==> src/rtl/gwkn_pkg.sv <==
// Package for the grid window k-nearest probe selector.
// Holds opcodes, status codes, register indexes and table sizes; no dependencies.
package gwkn_pkg;

    localparam int MAX_PROBES = 64;
    localparam int MAX_SELECT = 8;

    localparam int CELL_W   = 23;
    localparam int ACT_W    = 4;
    localparam int RAD_W    = 8;
    localparam int STATUS_W = 3;
    localparam int HANDLE_W = 6;

    typedef enum logic [1:0] {
        OP_APPEND    = 2'd0,
        OP_OVERWRITE = 2'd1,
        OP_CLEAR     = 2'd2,
        OP_QUERY     = 2'd3
    } opcode_t;

    typedef enum logic [STATUS_W-1:0] {
        ST_WRITTEN = 3'd0,
        ST_HIT     = 3'd1,
        ST_EMPTY   = 3'd2,
        ST_BAD     = 3'd3,
        ST_FULL    = 3'd4
    } status_t;

    typedef enum logic [1:0] {
        REG_CELL_SIZE = 2'd0,
        REG_MAX_ACTIVE = 2'd1,
        REG_RADIUS    = 2'd2
    } reg_index_t;

endpackage

==> src/rtl/gwkn_floor_div.sv <==
// Iterative signed floor divider, one quotient bit per cycle.
// Depends on gwkn_pkg.
module gwkn_floor_div
    import gwkn_pkg::*;
#(
    parameter int NUM_W = 24,
    parameter int DEN_W = 23
)
(
    input  logic                    clk,
    input  logic                    rst_n,
    input  logic                    start,
    input  logic signed [NUM_W-1:0] num,
    input  logic        [DEN_W-1:0] den,
    output logic                    busy,
    output logic signed [NUM_W:0]   quo
);

    localparam int CNT_W = $clog2(NUM_W + 1);

    logic [NUM_W-1:0] mag_reg, mag_next;
    logic [DEN_W:0]   rem_reg, rem_next;
    logic [DEN_W-1:0] den_reg, den_next;
    logic             neg_reg, neg_next;
    logic [CNT_W-1:0] cnt_reg, cnt_next;
    logic             busy_reg, busy_next;
    logic [DEN_W:0]   trial;
    logic [NUM_W:0]   qmag;
    logic             rem_nz;

    always_comb
    begin
        mag_next  = mag_reg;
        rem_next  = rem_reg;
        den_next  = den_reg;
        neg_next  = neg_reg;
        cnt_next  = cnt_reg;
        busy_next = busy_reg;
        trial     = {rem_reg[DEN_W-1:0], mag_reg[NUM_W-1]};
        if (start)
        begin
            neg_next  = num[NUM_W-1];
            mag_next  = num[NUM_W-1] ? NUM_W'(-num) : NUM_W'(num);
            rem_next  = '0;
            den_next  = (den == '0) ? DEN_W'(1) : den;
            cnt_next  = CNT_W'(NUM_W);
            busy_next = 1'b1;
        end
        else if (busy_reg)
        begin
            if (trial >= {1'b0, den_reg})
            begin
                rem_next = trial - {1'b0, den_reg};
                mag_next = {mag_reg[NUM_W-2:0], 1'b1};
            end
            else
            begin
                rem_next = trial;
                mag_next = {mag_reg[NUM_W-2:0], 1'b0};
            end
            cnt_next = cnt_reg - 1'b1;
            if (cnt_reg == CNT_W'(1))
                busy_next = 1'b0;
        end
    end

    always_ff @(posedge clk or negedge rst_n)
    begin
        if (!rst_n)
        begin
            busy_reg <= 1'b0;
            cnt_reg  <= '0;
        end
        else
        begin
            busy_reg <= busy_next;
            cnt_reg  <= cnt_next;
        end
    end

    always_ff @(posedge clk)
    begin
        mag_reg <= mag_next;
        rem_reg <= rem_next;
        den_reg <= den_next;
        neg_reg <= neg_next;
    end

    assign rem_nz = (rem_reg != '0);
    assign qmag   = {1'b0, mag_reg};
    assign busy   = busy_reg;
    assign quo    = neg_reg ? -$signed(qmag + (NUM_W+1)'(rem_nz)) : $signed(qmag);

`ifndef NO_ASSERTIONS
    a_cnt_idle: assert property (@(posedge clk) disable iff (!rst_n)
        !busy_reg |-> !$past(busy_reg) || $past(cnt_reg) == CNT_W'(1) || $past(start))
        else $error("divider stopped early");
    a_busy_start: assert property (@(posedge clk) disable iff (!rst_n)
        start |=> busy_reg)
        else $error("divider did not start");
    a_cnt_range: assert property (@(posedge clk) disable iff (!rst_n)
        busy_reg |-> cnt_reg != '0)
        else $error("divider count underflow");
`endif

endmodule
==> config.mk <==
export PLATFORM = sky130hd
export DESIGN_NAME = gwkn_floor_div
export DESIGN_NICKNAME = d
export VERILOG_FILES = /design/src/rtl/gwkn_pkg.sv /design/src/rtl/gwkn_floor_div.sv
export SDC_FILE = /design/constraint.sdc
export NUM_CORES = 1
export LEC_CHECK = 0
export ABC_CLOCK_PERIOD_IN_PS = 3900
export BUFFER_PORTS_ARGS = -buffer_cell sky130_fd_sc_hd__buf_4
export CAP_MARGIN = 20
export CORE_MARGIN = 2
export CORE_UTILIZATION = 60
export CTS_CLUSTER_DIAMETER = 60
export DETAILED_ROUTE_END_ITERATION = 10
export GPL_TIMING_DRIVEN = 0
export PLACE_DENSITY = 0.82
export SLEW_MARGIN = 20
export SYNTH_ARGS = -nofsm -noshare
export SYNTH_HDL_FRONTEND = slang
export SYNTH_SLANG_ARGS = --single-unit
==> constraint.sdc <==
create_clock -name clk -period 3.9 [get_ports clk]
set_clock_uncertainty 0.2 [all_clocks]
set_input_delay 0.39 -clock clk [delete_from_list [all_inputs] [get_ports clk]]
set_output_delay 0.39 -clock clk [all_outputs]
set_load 0.01 [all_outputs]
==> results.txt, run 1 <==
----------------------------------------------------
[CTS]
  CTS tree ... yes
  Clk Latency, worst-skew pair ... 0.36 ns
  Clock Sink Count ... 78
  CTS buffer count ... 9
  Clk root buf ... sky130_fd_sc_hd__clkbuf_8
  Clk pin slew, worst setup/hold paths ... 0.08 ns
  Maximum level of the CTS H-tree ... 3
  CTS max path bufs ... 2

[Route]
  Top sig layer ... met4
  Detailed-route wire length ... 16940 um
  Met2 wire length ... 8564 um
  Total via count after detailed routing ... 6181
  # DRC ... 0
  Number of iterations in the first detailed-routing pass ... 5
  Met1 layer wirelength in the final routing ... 7036 um
  Detail-routed net length per standard cell ... 16.59 um
  Wire length on met3 ... 872 um
  Vias per cell ... 6.054
  First-iteration detailed-routing DRC count ... 454
  Antenna violation net count after detailed routing ... 0

[Synthesis]
  Area fraction in and, or, nand and nor cells after synthesis ... 0.1632
  Dominant combinational cell family by area after synthesis ... compound AO/OA/AOI/OAI gates
  Synth Cell Area ... 6472 um2
  Predominant post-synthesis flop cell ... sky130_fd_sc_hd__edfxtp_1
  Synth Net Count ... 879
  Library cell with the largest summed area after synthesis ... sky130_fd_sc_hd__edfxtp_1
  Share of the yosys chip area belonging to registers ... 0.3201
  Adder and majority gate portion of the synthesized area ... 0.1036
  Main area contributors after synthesis ... sky130_fd_sc_hd__edfxtp_1 (22%), sky130_fd_sc_hd__ha_1 (10%), sky130_fd_sc_hd__dfxtp_1 (7.4%), sky130_fd_sc_hd__a21oi_1 (5.6%), sky130_fd_sc_hd__xor2_1 (4.3%)
  Synth Area in Compound Gates ... 0.2229
  Post-synth top area share ... 0.2227
  Post-synthesis instance total ... 776
  Mux share of post-synthesis cell area ... 0.03576
  Number of warning messages in the yosys log ... 0
  Flip-flop and latch count after synthesis ... 78
  Fraction of synthesized cell area in xor and xnor cells ... 0.08390
  Synthesized area per cell ... 8.341 um2
  Number of enable flip-flop cells after synthesis ... 48
  Post-synthesis cell type count ... 64
  Share of synthesized registers carrying an async set or reset ... 0.07692

[Finish]
  Area Overhead vs Synth ... 19.93%
  Filler Cells Inserted ... 768
  Number of diodes ... 0
  Final net count ... 983
  Final core occ ... 0.7452
  Fraction of layout cells with a size suffix above 1 ... 0.1921

[STA]
  Hold Slack ... 0.04809 ns
  Final critical path time including I/O delays and setup ... 4.040 ns
  Highest Clock Rate ... 247.5 MHz
  Final hold viol count ... 0
  Headroom to the max-slew limit ... 0.3553
  Final setup fails ... 11
  Number of pins exceeding their max-slew limit in the final report ... 0
  Crit path setup slack, layout ... -0.1399 ns
  RSZ-0062 raised after global routing ... yes
  Setup_tns ... -0.9189 ns
  Worst-margin pin slew ... 0.9647 ns
  Crit share post-route ... 1.036

[Critical path]
  Critical register-to-register path endpoint ... rem_reg[17]$_SDFFE_PP0P_
  Crit path from ... rem_reg[10]$_SDFFE_PP0P_
  Worst setup path endpoint ... quo[21]
  Worst reg2reg path depth ... 12
  Minimum setup slack among reg-to-reg paths ... 0.28 ns
  Worst r2r src ... mag_reg[23]$_DFFE_PP_
  Worst setup EP type ... primary output
  Worst Setup Path Type ... register to primary output
  Setup crit start kind ... register
  Worst-path maximum fanout ... 3
  Critical path data required time ... 3.31 ns
  Worst Path Arrival ... 3.45 ns

[Global route]
  GRT Overall Usage ... 0.2940
  Number of antenna violations at the first check in global routing ... 0
  Maximum number of pins on one net before global-route repair ... 26
  Via count of the first global-routing pass ... 5922
  First-pass GRT wire length ... 27100 um
  Total global routing overflow ... 0

[Job]
  Max-cap violations ... 0

[Placed design]
  Gp weighted congestion ... 0.9748
  Post-placement worst setup slack ... -0.2136 ns
  Port-buffer cells ... 75
  Detail Placement HPWL ... 12680 um

[Power]
  Pleak ... 3.421 nW
  Power per unit of standard cell area ... 345.8 nW/um2
  Worst-case vdd ir drop ... 0.0002577 V
  Total design power ... 2.684 mW

[Outcome]
  Status ... finished with violations
  Violated checks ... negative setup slack

[Min path]
  Worst min-delay path category ... input pin to register

[Floorplanning]
  Initial Utilization ... 0.6214
  Count of standard-cell rows ... 37
  Area enclosed by the die boundary ... 11630 um2
  Floorplan die height ... 107.9 um
  Die extent in x ... 107.9 um
  Standard cell core area ... 10420 um2
  Top-level I/O count ... 76

----------------------------------------------------
-- where the power goes --
group | switching [mW] | leakage, nW | internal, mW
clock network | 0.286 | 0.0788 | 0.228
registers | 0.0496 | 0.758 | 0.939
logic | 0.633 | 2.58 | 0.549
-- per-layer routing --
layer | vias to the layer above | track usage
met5 | - | 0
met4 | 0 | 0.1172
met3 | 49 | 0.04479
met2 | 254 | 0.5305
met1 | 2902 | 0.3477
li1 | 2976 | -
-- worst min path at each step --
stage	from	endpoint	slack, ns	cells past startpoint
final	num[23]	neg_reg$_DFFE_PP_	0.05	1
after global routing	num[23]	neg_reg$_DFFE_PP_	0.04	1
after CTS	num[23]	neg_reg$_DFFE_PP_	0.03	1
after detailed placement	rst_n	busy$_DFF_PN0_	0.001	1
after global placement	rst_n	cnt_reg[3]$_DFFE_PN0P_	-0.004	1
after floorplan	rst_n	busy$_DFF_PN0_	-0.11	0
-- through the flow --
step           area, um2  std cells
2_1_floorplan       6472        776
3_3_place_gp        7206        987
3_5_place_dp        7206        987
4_1_cts             7617       1012
5_1_grt             7762       1021
6_report            7762       1021
-- cell usage after synthesis, types with 6 or more instances --
master	n
sky130_fd_sc_hd__o21bai_1	7
sky130_fd_sc_hd__a21o_1	17
sky130_fd_sc_hd__nor2_1	65
sky130_fd_sc_hd__xor2_1	32
sky130_fd_sc_hd__nor3_1	12
sky130_fd_sc_hd__nand2b_1	11
sky130_fd_sc_hd__nand3_1	14
sky130_fd_sc_hd__clkbuf_1	48
sky130_fd_sc_hd__dfrtp_1	6
sky130_fd_sc_hd__a31oi_1	6
sky130_fd_sc_hd__a21oi_1	72
sky130_fd_sc_hd__o21ai_0	46
sky130_fd_sc_hd__mux2i_1	22
sky130_fd_sc_hd__o31ai_1	8
sky130_fd_sc_hd__xnor2_1	30
sky130_fd_sc_hd__o211ai_1	8
sky130_fd_sc_hd__o21a_1	8
sky130_fd_sc_hd__dfxtp_1	24
sky130_fd_sc_hd__a211oi_1	19
sky130_fd_sc_hd__nor4_1	14
sky130_fd_sc_hd__and3_1	7
sky130_fd_sc_hd__edfxtp_1	48
sky130_fd_sc_hd__ha_1	52
sky130_fd_sc_hd__inv_1	66
sky130_fd_sc_hd__nand2_1	57
sky130_fd_sc_hd__nor2b_1	6
-- final cells by class --
cell class,instances,area [um2],share of cell area
inverter,66,247.7,0.03191
sequential,78,2142,0.2760
clock inverter,3,13.76,0.001773
clock buffer,13,138.9,0.01789
tap,136,170.2,0.02192
multi-input combinational,577,4136,0.5329
timing repair buffer,94,708.2,0.09123
buffer,54,205.2,0.02643
-- logic make-up after synthesis --
family	count (synthesis)
mux	23
xor+xnor	62
buf+inv	121
fa+ha+maj	53
compound gates	224
simple gates	215
flops	78
-- placed cells by master (no fill, tap or decap), types with 12 or more instances in the layout --
master                     Yosys  layout
sky130_fd_sc_hd__buf_4         0      93
sky130_fd_sc_hd__a21oi_1      72      69
sky130_fd_sc_hd__inv_1        66      65
sky130_fd_sc_hd__nor2_1       65      64
sky130_fd_sc_hd__nand2_1      57      57
sky130_fd_sc_hd__clkbuf_1     48      50
sky130_fd_sc_hd__ha_1         52      49
sky130_fd_sc_hd__edfxtp_1     48      48
sky130_fd_sc_hd__o21ai_0      46      37
sky130_fd_sc_hd__xor2_1       32      32
sky130_fd_sc_hd__xnor2_1      30      30
sky130_fd_sc_hd__mux2i_1      22      22
sky130_fd_sc_hd__a21o_1       17      17
sky130_fd_sc_hd__a211oi_1     19      17
sky130_fd_sc_hd__dfxtp_4       0      16
sky130_fd_sc_hd__nand3_1      14      12
sky130_fd_sc_hd__nor3_1       12      12
-- timing repair --
| item | CTS | global route |
|---|---|---|
| resized for setup | 60 | 28 |
| setup buffers | 8 | 10 |
| endpoints found under the hold margin | 6 | 0 |
| pin swaps | 24 | 13 |
| setup endpoints to repair | 13 | 35 |
| hold buffers | 1 | 0 |
-- worst max-delay path, stage by stage, from the launching register on --
cell	delay, ns
sky130_fd_sc_hd__dfxtp_4	0.37
sky130_fd_sc_hd__nor4_4	0.28
sky130_fd_sc_hd__nand2_1	0.14
sky130_fd_sc_hd__nor2_2	0.19
sky130_fd_sc_hd__ha_2	0.22
sky130_fd_sc_hd__ha_4	0.14
sky130_fd_sc_hd__inv_2	0.04
sky130_fd_sc_hd__ha_4	0.15
sky130_fd_sc_hd__o21ba_4	0.22
sky130_fd_sc_hd__o2111ai_2	0.17
sky130_fd_sc_hd__o211a_1	0.21
sky130_fd_sc_hd__a311o_1	0.28
sky130_fd_sc_hd__a21oi_2	0.12
sky130_fd_sc_hd__o21ai_2	0.15
sky130_fd_sc_hd__xnor2_1	0.14
sky130_fd_sc_hd__mux2i_1	0.09
sky130_fd_sc_hd__buf_4	0.16
Power figures use the tool's default switching activity.
==> run 2: changes to the inputs <==
ABC_AREA = 1   (was default)
PLACE_DENSITY = 0.81   (was 0.82)
==> results.txt, run 2 <==
----------------------------------------------------
[Outcome]
  Status ... finished clean (was finished with violations)

[Floorplanning]
  Count of standard-cell rows ... 40 (was 37)
  Floorplan die height ... 114.8 um (was 107.9 um)
  Standard cell core area ... 12010 um2 (was 10420 um2)
  Area enclosed by the die boundary ... 13180 um2 (was 11630 um2)
  Die extent in x ... 114.8 um (was 107.9 um)
  Initial Utilization ... 0.6132 (was 0.6214)
  Top-level I/O count ... 76 (unchanged)

[Synthesis]
  Share of synthesized registers carrying an async set or reset ... 0.07692 (unchanged)
  Number of enable flip-flop cells after synthesis ... 48 (unchanged)
  Post-synthesis instance total ... 1187 (was 776)
  Synth Cell Area ... 7366 um2 (was 6472 um2)
  Library cell with the largest summed area after synthesis ... sky130_fd_sc_hd__nand2_1 (was sky130_fd_sc_hd__edfxtp_1)
  Post-synth top area share ... 0.1962 (was 0.2227)
  Flip-flop and latch count after synthesis ... 78 (unchanged)
  Synth Net Count ... 1290 (was 879)
  Number of warning messages in the yosys log ... 0 (unchanged)
  Top-count cell post-synth ... sky130_fd_sc_hd__nand2_1 (was sky130_fd_sc_hd__a21oi_1)
  Post-synthesis cell type count ... 35 (was 64)
  Predominant post-synthesis flop cell ... sky130_fd_sc_hd__edfxtp_1 (unchanged)
  Synthesized area per cell ... 6.205 um2 (was 8.341 um2)
  Main area contributors after synthesis ... sky130_fd_sc_hd__nand2_1 (20%), sky130_fd_sc_hd__edfxtp_1 (20%), sky130_fd_sc_hd__inv_1 (9.2%), sky130_fd_sc_hd__ha_1 (8.8%), sky130_fd_sc_hd__nor2_1 (7.0%) (was sky130_fd_sc_hd__edfxtp_1 (22%), sky130_fd_sc_hd__ha_1 (10%), sky130_fd_sc_hd__dfxtp_1 (7.4%), sky130_fd_sc_hd__a21oi_1 (5.6%), sky130_fd_sc_hd__xor2_1 (4.3%))
  Most used standard cells in the synthesized netlist ... sky130_fd_sc_hd__nand2_1 (385), sky130_fd_sc_hd__inv_1 (180), sky130_fd_sc_hd__nor2_1 (137) (was sky130_fd_sc_hd__a21oi_1 (72), sky130_fd_sc_hd__inv_1 (66), sky130_fd_sc_hd__nor2_1 (65))
  Share of the yosys chip area belonging to registers ... 0.2813 (was 0.3201)

[Finish]
  Final core occ ... 0.7124 (was 0.7452)
  Area occupied by multi-input gates ... 4487 um2 (was 4136 um2)
  Final net count ... 1379 (was 983)
  Filler Cells Inserted ... 1060 (was 768)
  Most common cell after layout, fill and taps aside ... sky130_fd_sc_hd__nand2_1 (was sky130_fd_sc_hd__buf_4)
  Highest-count cells in the layout ignoring fill and taps ... sky130_fd_sc_hd__nand2_1 (382), sky130_fd_sc_hd__inv_1 (179), sky130_fd_sc_hd__nor2_1 (136) (was sky130_fd_sc_hd__buf_4 (93), sky130_fd_sc_hd__a21oi_1 (69), sky130_fd_sc_hd__inv_1 (65))
  Number of diodes ... 0 (unchanged)
  Area Overhead vs Synth ... 16.17% (was 19.93%)
  Footprint of the flip-flops and latches ... 2074 um2 (was 2142 um2)
  Fraction of layout cells with a size suffix above 1 ... 0.09524 (was 0.1921)

[STA]
  Number of pins exceeding their max-slew limit in the final report ... 0 (unchanged)
  Crit share post-route ... 0.9595 (was 1.036)
  Headroom to the max-slew limit ... 0.3022 (was 0.3553)
  Highest Clock Rate ... 267.2 MHz (was 247.5 MHz)
  RSZ-0062 raised after global routing ... no (was yes)
  Worst-margin pin slew ... 1.046 ns (was 0.9647 ns)
  Final setup fails ... 0 (was 11)
  Hold Slack ... 0.07638 ns (was 0.04809 ns)
  Final hold viol count ... 0 (unchanged)
  Final critical path time including I/O delays and setup ... 3.742 ns (was 4.040 ns)

[Route]
  Antenna violation net count after detailed routing ... 0 (unchanged)
  Vias per cell ... 5.522 (was 6.054)
  Met1 layer wirelength in the final routing ... 10120 um (was 7036 um)
  Total via count after detailed routing ... 7886 (was 6181)
  Detail-routed net length per standard cell ... 15.01 um (was 16.59 um)
  Top sig layer ... met4 (unchanged)
  Met2 wire length ... 9050 um (was 8564 um)
  Wire length on met3 ... 2012 um (was 872 um)
  # DRC ... 0 (unchanged)
  First-iteration detailed-routing DRC count ... 1024 (was 454)
  Detailed-route wire length ... 21440 um (was 16940 um)
  Number of iterations in the first detailed-routing pass ... 6 (was 5)

[CTS]
  CTS tree ... yes (unchanged)
  Maximum level of the CTS H-tree ... 3 (unchanged)
  Clk Latency, worst-skew pair ... 0.35 ns (was 0.36 ns)
  CTS buffer count ... 9 (unchanged)
  Clk pin slew, worst setup/hold paths ... 0.07 ns (was 0.08 ns)
  Clock Sink Count ... 78 (unchanged)
  Clk root buf ... sky130_fd_sc_hd__clkbuf_16 (was sky130_fd_sc_hd__clkbuf_8)
  CTS max path bufs ... 2 (unchanged)

[Critical path]
  Worst setup EP type ... primary output (unchanged)
  Critical path data required time ... 3.31 ns (about the same)
  Worst Path Arrival ... 3.15 ns (was 3.45 ns)
  Crit path from ... rem_reg[13]$_SDFFE_PP0P_ (was rem_reg[10]$_SDFFE_PP0P_)
  Worst Setup Path Type ... register to primary output (unchanged)
  Setup crit start kind ... register (unchanged)
  Worst-path maximum fanout ... 5 (was 3)
  Worst r2r src ... mag_reg[23]$_DFFE_PP_ (unchanged)

[Power]
  Fraction of power consumed by combinational cells ... 0.553 (was 0.440)
  Part of the power in the clock network ... 0.199 (was 0.191)
  Pleak ... 4.340 nW (was 3.421 nW)
  Switching component of the power ... 2.341 mW (was 0.9686 mW)
  Pint ... 2.743 mW (was 1.716 mW)
  Fraction of power spent switching nets ... 0.4605 (was 0.3608)
  Sequential Power Share ... 0.248 (was 0.368)
  Worst-case vdd ir drop ... 0.0004590 V (was 0.0002577 V)
  Power per unit of standard cell area ... 594.2 nW/um2 (was 345.8 nW/um2)

[Min path]
  Worst hold path startpoint ... num[23] (unchanged)
  Worst min-delay path category ... input pin to register (unchanged)

[Global route]
  Total global routing overflow ... 0 (unchanged)
  GRT Overall Usage ... 0.3289 (was 0.2940)
  Via count of the first global-routing pass ... 6844 (was 5922)
  Maximum number of pins on one net before global-route repair ... 31 (was 26)
  Number of antenna violations at the first check in global routing ... 0 (unchanged)
  First-pass GRT wire length ... 33610 um (was 27100 um)

[Job]
  Max-cap violations ... 0 (unchanged)

[Placed design]
  Port-buffer cells ... 75 (unchanged)
  Gp weighted congestion ... 1.012 (was 0.9748)
  Detail Placement HPWL ... 16730 um (was 12680 um)

----------------------------------------------------
==> run 2: per-layer routing <==
layer,track usage,up-vias
met5,0,-
met4,0.07791,0
met3,0.06009,20
met2,0.4892,325
met1,0.4982,3563
li1,-,3978
==> run 2: path summary, 6_finish.rpt <==
| kind | endpoint | slack [ns] | cells past startpoint |
|---|---|---|---|
| max | quo[17] | 0.16 | 20 |
| min | neg_reg$_DFFE_PP_ | 0.08 | 1 |
| max reg2reg | mag_reg[0]$_DFFE_PP_ | 1.13 | 14 |
| min reg2reg | rem_reg[23]$_SDFFE_PP0P_ | 0.27 | 2 |
| max in group asynchronous | cnt_reg[1]$_DFFE_PN0P_ | 3.20 | 2 |
| min in group asynchronous | busy$_DFF_PN0_ | 0.18 | 2 |
==> run 2: cell type report <==
class | instances | share of cell area
inverters | 181 | 0.07940
plain buffers | 44 | 0.02237
clock buffers | 9 | 0.02632
repair buffers | 78 | 0.06872
clock inverters | 7 | 0.01491
multi-input cells | 884 | 0.5243
flip-flops and latches | 78 | 0.2424
well taps | 147 | 0.02149
==> run 2: metrics by stage <==
| step | cells | area [um2] | setup WS, ns | total power [mW] | TNS (ns) |
|---|---|---|---|---|---|
| after floorplan | 1187 | 7366 | 1.074 | 3.176 | 0 |
| after global placement | 1409 | 8113 | -0.04101 | 3.870 | -0.07049 |
| after detailed placement | 1409 | 8113 | -0.08072 | 3.924 | -0.1406 |
| after CTS | 1426 | 8512 | 0.002496 | 4.995 | 0 |
| after global routing | 1428 | 8557 | 0.02590 | 5.464 | 0 |
| final | 1428 | 8557 | 0.1581 | 5.085 | 0 |
==> run 2: critical path: stages, from the launching register on <==
cell and delay [ns]:
sky130_fd_sc_hd__dfxtp_2 0.35, sky130_fd_sc_hd__nor4_4 0.36, sky130_fd_sc_hd__nand4_1 0.20, sky130_fd_sc_hd__nor2_2 0.17
sky130_fd_sc_hd__ha_1 0.21, sky130_fd_sc_hd__ha_4 0.15, sky130_fd_sc_hd__inv_1 0.05, sky130_fd_sc_hd__ha_1 0.18
sky130_fd_sc_hd__inv_2 0.08, sky130_fd_sc_hd__nand3_1 0.09, sky130_fd_sc_hd__nand2_2 0.09, sky130_fd_sc_hd__nand2_1 0.06
sky130_fd_sc_hd__nand2_2 0.11, sky130_fd_sc_hd__nand2_1 0.08, sky130_fd_sc_hd__nand2_2 0.10, sky130_fd_sc_hd__nand2_1 0.08
sky130_fd_sc_hd__nand2_1 0.06, sky130_fd_sc_hd__nand2_1 0.05, sky130_fd_sc_hd__nand3_1 0.08, sky130_fd_sc_hd__o21ai_2 0.08
sky130_fd_sc_hd__buf_4 0.16
==> run 2: cell families after synthesis <==
family | Yosys count | synth area share
DFF | 78 | 0.2813
adders and majority gates | 53 | 0.09105
AOI/OAI and AO/OA | 135 | 0.09631
xor gates and xnor gates | 34 | 0.04043
buffers and inverters | 225 | 0.1182
and+or+nand+nor | 662 | 0.3727
==> run 2: what timing repair did <==
action | CTS | global route
setup endpoints to repair | 16 | 11
buffers inserted | 0 | 2
resized for setup | 12 | 8
endpoints found under the hold margin | 6 | 0
hold buffers | 1 | 0
pin swaps | 3 | 3
==> run 2: power by group through the flow <==
stage | registers [mW] | clock network (mW) | logic, mW
2_1_floorplan | 1.19 | 0 | 1.99
3_3_place_gp | 1.24 | 0 | 2.63
3_5_place_dp | 1.25 | 0 | 2.68
4_1_cts | 1.25 | 1.01 | 2.73
5_1_grt | 1.28 | 1.05 | 3.14
6_report | 1.26 | 1.01 | 2.81
==> run 3: changes to the inputs <==
REMOVE_ABC_BUFFERS = 1   (was default)
==> results.txt, run 3 (synthesis gave the netlist of run 2 again) <==
----------------------------------------------------
[Outcome]
  Status ... finished clean (unchanged)

[Route]
  Number of iterations in the first detailed-routing pass ... 6 (unchanged)
  Total via count after detailed routing ... 7566 (was 7886)
  Antenna violation net count after detailed routing ... 0 (unchanged)
  Vias per cell ... 5.455 (was 5.522)
  First-iteration detailed-routing DRC count ... 932 (was 1024)
  Detailed-route wire length ... 19280 um (was 21440 um)
  Detail-routed net length per standard cell ... 13.90 um (was 15.01 um)
  # DRC ... 0 (unchanged)

[Placed design]
  Post-Place Cell Area ... 7948 um2 (was 8113 um2)
  Detail Placement HPWL ... 14830 um (was 16730 um)
  Gp weighted congestion ... 0.9301 (was 1.012)
  Placed insts ... 1366 (was 1409)
  Port-buffer cells ... 75 (unchanged)

[STA]
  Final hold viol count ... 0 (unchanged)
  Setup_tns ... 0 ns (unchanged)
  Number of pins exceeding their max-slew limit in the final report ... 0 (unchanged)
  RSZ-0062 raised after global routing ... yes (was no)
  Final critical path time including I/O delays and setup ... 3.778 ns (was 3.742 ns)
  Crit share post-route ... 0.9687 (was 0.9595)
  Worst-margin pin slew ... 0.9467 ns (was 1.046 ns)
  Highest Clock Rate ... 264.7 MHz (was 267.2 MHz)
  Final setup fails ... 0 (unchanged)
  Headroom to the max-slew limit ... 0.3673 (was 0.3022)

[Floorplanning]
  Area enclosed by the die boundary ... 13180 um2 (unchanged)
  Floorplan die height ... 114.8 um (unchanged)
  Die extent in x ... 114.8 um (unchanged)
  Count of standard-cell rows ... 40 (unchanged)
  Initial Utilization ... 0.6132 (unchanged)
  Top-level I/O count ... 76 (unchanged)
  Standard cell core area ... 12010 um2 (unchanged)

[Power]
  Pleak ... 4.278 nW (was 4.340 nW)
  Part of the power in the clock network ... 0.185 (was 0.199)
  Fraction of power spent switching nets ... 0.4538 (was 0.4605)
  Power per unit of standard cell area ... 575.2 nW/um2 (was 594.2 nW/um2)
  Fraction of power consumed by combinational cells ... 0.552 (was 0.553)
  Sequential Power Share ... 0.263 (was 0.248)
  Pint ... 2.635 mW (was 2.743 mW)
  Total design power ... 4.825 mW (was 5.085 mW)
  Worst-case vdd ir drop ... 0.0003538 V (was 0.0004590 V)
  Switching component of the power ... 2.189 mW (was 2.341 mW)

[Critical path]
  Worst Setup Path Type ... register to primary output (unchanged)
  Worst setup EP type ... primary output (unchanged)
  Critical path data required time ... 3.31 ns (about the same)
  Setup crit start kind ... register (unchanged)
  Minimum setup slack among reg-to-reg paths ... 1.00 ns (was 1.13 ns)
  Worst Path Arrival ... 3.19 ns (was 3.15 ns)
  Worst-path maximum fanout ... 4 (was 5)

[Finish]
  Area occupied by multi-input gates ... 4503 um2 (was 4487 um2)
  Final net count ... 1338 (was 1379)
  Fraction of layout cells with a size suffix above 1 ... 0.09597 (was 0.09524)
  Post-route design area ... 8388 um2 (was 8557 um2)
  Post-Layout Cell Count ... 1387 (was 1428)
  Area Overhead vs Synth ... 13.88% (was 16.17%)
  Filler Cells Inserted ... 1044 (was 1060)
  Footprint of the flip-flops and latches ... 2074 um2 (unchanged)
  Most common cell after layout, fill and taps aside ... sky130_fd_sc_hd__nand2_1 (unchanged)
  Number of diodes ... 0 (unchanged)
  Highest-count cells in the layout ignoring fill and taps ... sky130_fd_sc_hd__nand2_1 (382), sky130_fd_sc_hd__inv_1 (179), sky130_fd_sc_hd__nor2_1 (135) (was sky130_fd_sc_hd__nand2_1 (382), sky130_fd_sc_hd__inv_1 (179), sky130_fd_sc_hd__nor2_1 (136))
  Final core occ ... 0.6983 (was 0.7124)

[CTS]
  Clk Latency, worst-skew pair ... 0.35 ns (about the same)
  Maximum level of the CTS H-tree ... 3 (unchanged)
  CTS max path bufs ... 2 (unchanged)
  Clock Sink Count ... 78 (unchanged)
  Clk root buf ... sky130_fd_sc_hd__clkbuf_16 (unchanged)
  CTS tree ... yes (unchanged)
  Clk pin slew, worst setup/hold paths ... 0.06 ns (was 0.07 ns)
  CTS buffer count ... 9 (unchanged)

[Global route]
  First-pass GRT wire length ... 31650 um (was 33610 um)
  Maximum number of pins on one net before global-route repair ... 49 (was 31)
  Via count of the first global-routing pass ... 6870 (was 6844)
  Number of antenna violations at the first check in global routing ... 0 (unchanged)
  GRT Overall Usage ... 0.3035 (was 0.3289)
  Total global routing overflow ... 0 (unchanged)

[Min path]
  Worst min-delay path category ... input pin to register (unchanged)

[Job]
  Max-cap violations ... 0 (unchanged)

----------------------------------------------------
==> run 3: changes by cell type in the layout (fill, tap and decap cells not counted), moves of 2 or more <==
cell / delta
sky130_fd_sc_hd__buf_1: -2
sky130_fd_sc_hd__buf_2: -3
sky130_fd_sc_hd__buf_6: -3
sky130_fd_sc_hd__buf_8: +2
sky130_fd_sc_hd__bufinv_16: -2
sky130_fd_sc_hd__clkbuf_1: -35
sky130_fd_sc_hd__clkbuf_8: +2
sky130_fd_sc_hd__clkinv_2: +2
sky130_fd_sc_hd__inv_6: -2
sky130_fd_sc_hd__nor4_2: -3
sky130_fd_sc_hd__nor4_4: +2
==> run 3: power groups by stage <==
stage	combinational, mW	sequential [mW]	clock (mW)
finish	2.66	1.27	0.892
global placement	2.50	1.25	0
detailed placement	2.53	1.25	0
global route	3.03	1.29	0.935
floorplan	1.91	1.19	0
CTS	2.59	1.26	0.901
==> run 3: metal layers <==
| layer | up-vias | share of wire | wire [um] | global-route usage |
|---|---|---|---|---|
| li1 | 3886 | - | - | - |
| met1 | 3340 | 0.46 | 8826 | 0.4462 |
| met2 | 305 | 0.42 | 8186 | 0.4576 |
| met3 | 35 | 0.098 | 1895 | 0.05482 |
| met4 | 0 | 0.019 | 368 | 0.09317 |
| met5 | - | 0 | 0 | 0 |
==> run 3: final timing paths <==
path / cells after the start / endpoint / startpoint
setup reg to reg: 12 / mag_reg[0]$_DFFE_PP_ / mag_reg[23]$_DFFE_PP_
hold reg to reg: 2 / rem_reg[23]$_SDFFE_PP0P_ / rem_reg[23]$_SDFFE_PP0P_
min in group asynchronous: 2 / cnt_reg[1]$_DFFE_PN0P_ / rst_n
hold / removal: 1 / den_reg[21]$_SDFFCE_PN0P_ / den[21]
max in group asynchronous: 2 / cnt_reg[0]$_DFFE_PN0P_ / rst_n
setup / recovery: 19 / quo[17] / rem_reg[20]$_SDFFE_PP0P_
==> run 3: through the flow <==
| stage | hold WS (ns) | setup WS (ns) |
|---|---|---|
| finish | 0.02294 | 0.1220 |
| global route | 0.02003 | -0.03372 |
| CTS | 0.01953 | 0.0001641 |
| detailed placement | 0.0002578 | 0.03474 |
| global placement | 0.002202 | -0.06752 |
| floorplan | -0.1056 | 1.064 |
==> run 3: worst max-delay path: stages, from the launching register on <==
cell and delay [ns]:
sky130_fd_sc_hd__dfxtp_1 0.34, sky130_fd_sc_hd__nor4_1 0.43, sky130_fd_sc_hd__nand2_1 0.17, sky130_fd_sc_hd__nor2_2 0.16, sky130_fd_sc_hd__ha_1 0.17, sky130_fd_sc_hd__ha_2 0.20
sky130_fd_sc_hd__inv_1 0.07, sky130_fd_sc_hd__ha_1 0.18, sky130_fd_sc_hd__inv_2 0.08, sky130_fd_sc_hd__nand3_1 0.09, sky130_fd_sc_hd__nand2_2 0.12, sky130_fd_sc_hd__nand2_1 0.07
sky130_fd_sc_hd__nand2_2 0.10, sky130_fd_sc_hd__nand2_1 0.07, sky130_fd_sc_hd__nand2_2 0.09, sky130_fd_sc_hd__nand2_1 0.08, sky130_fd_sc_hd__nand3b_1 0.09, sky130_fd_sc_hd__nand3_1 0.10
sky130_fd_sc_hd__o21ai_2 0.09, sky130_fd_sc_hd__buf_4 0.14
==> run 3: area by class of cell <==
cell class / count / area share
Timing Repair Buffer: 81 / 0.07458
Multi-Input combinational cell: 884 / 0.5368
Clock buffer: 13 / 0.03356
Inverter: 181 / 0.08100
Clock inverter: 3 / 0.004773
Sequential cell: 78 / 0.2473
Tap cell: 147 / 0.02193
==> run 3: what timing repair did <==
action / CTS / global route
cloned: 0 / 0
pin swaps: 3 / 4
resized for setup: 14 / 8
hold buffers: 1 / 0
setup buffers: 0 / 3
setup endpoints to repair: 15 / 12
endpoints found under the hold margin: 6 / 0
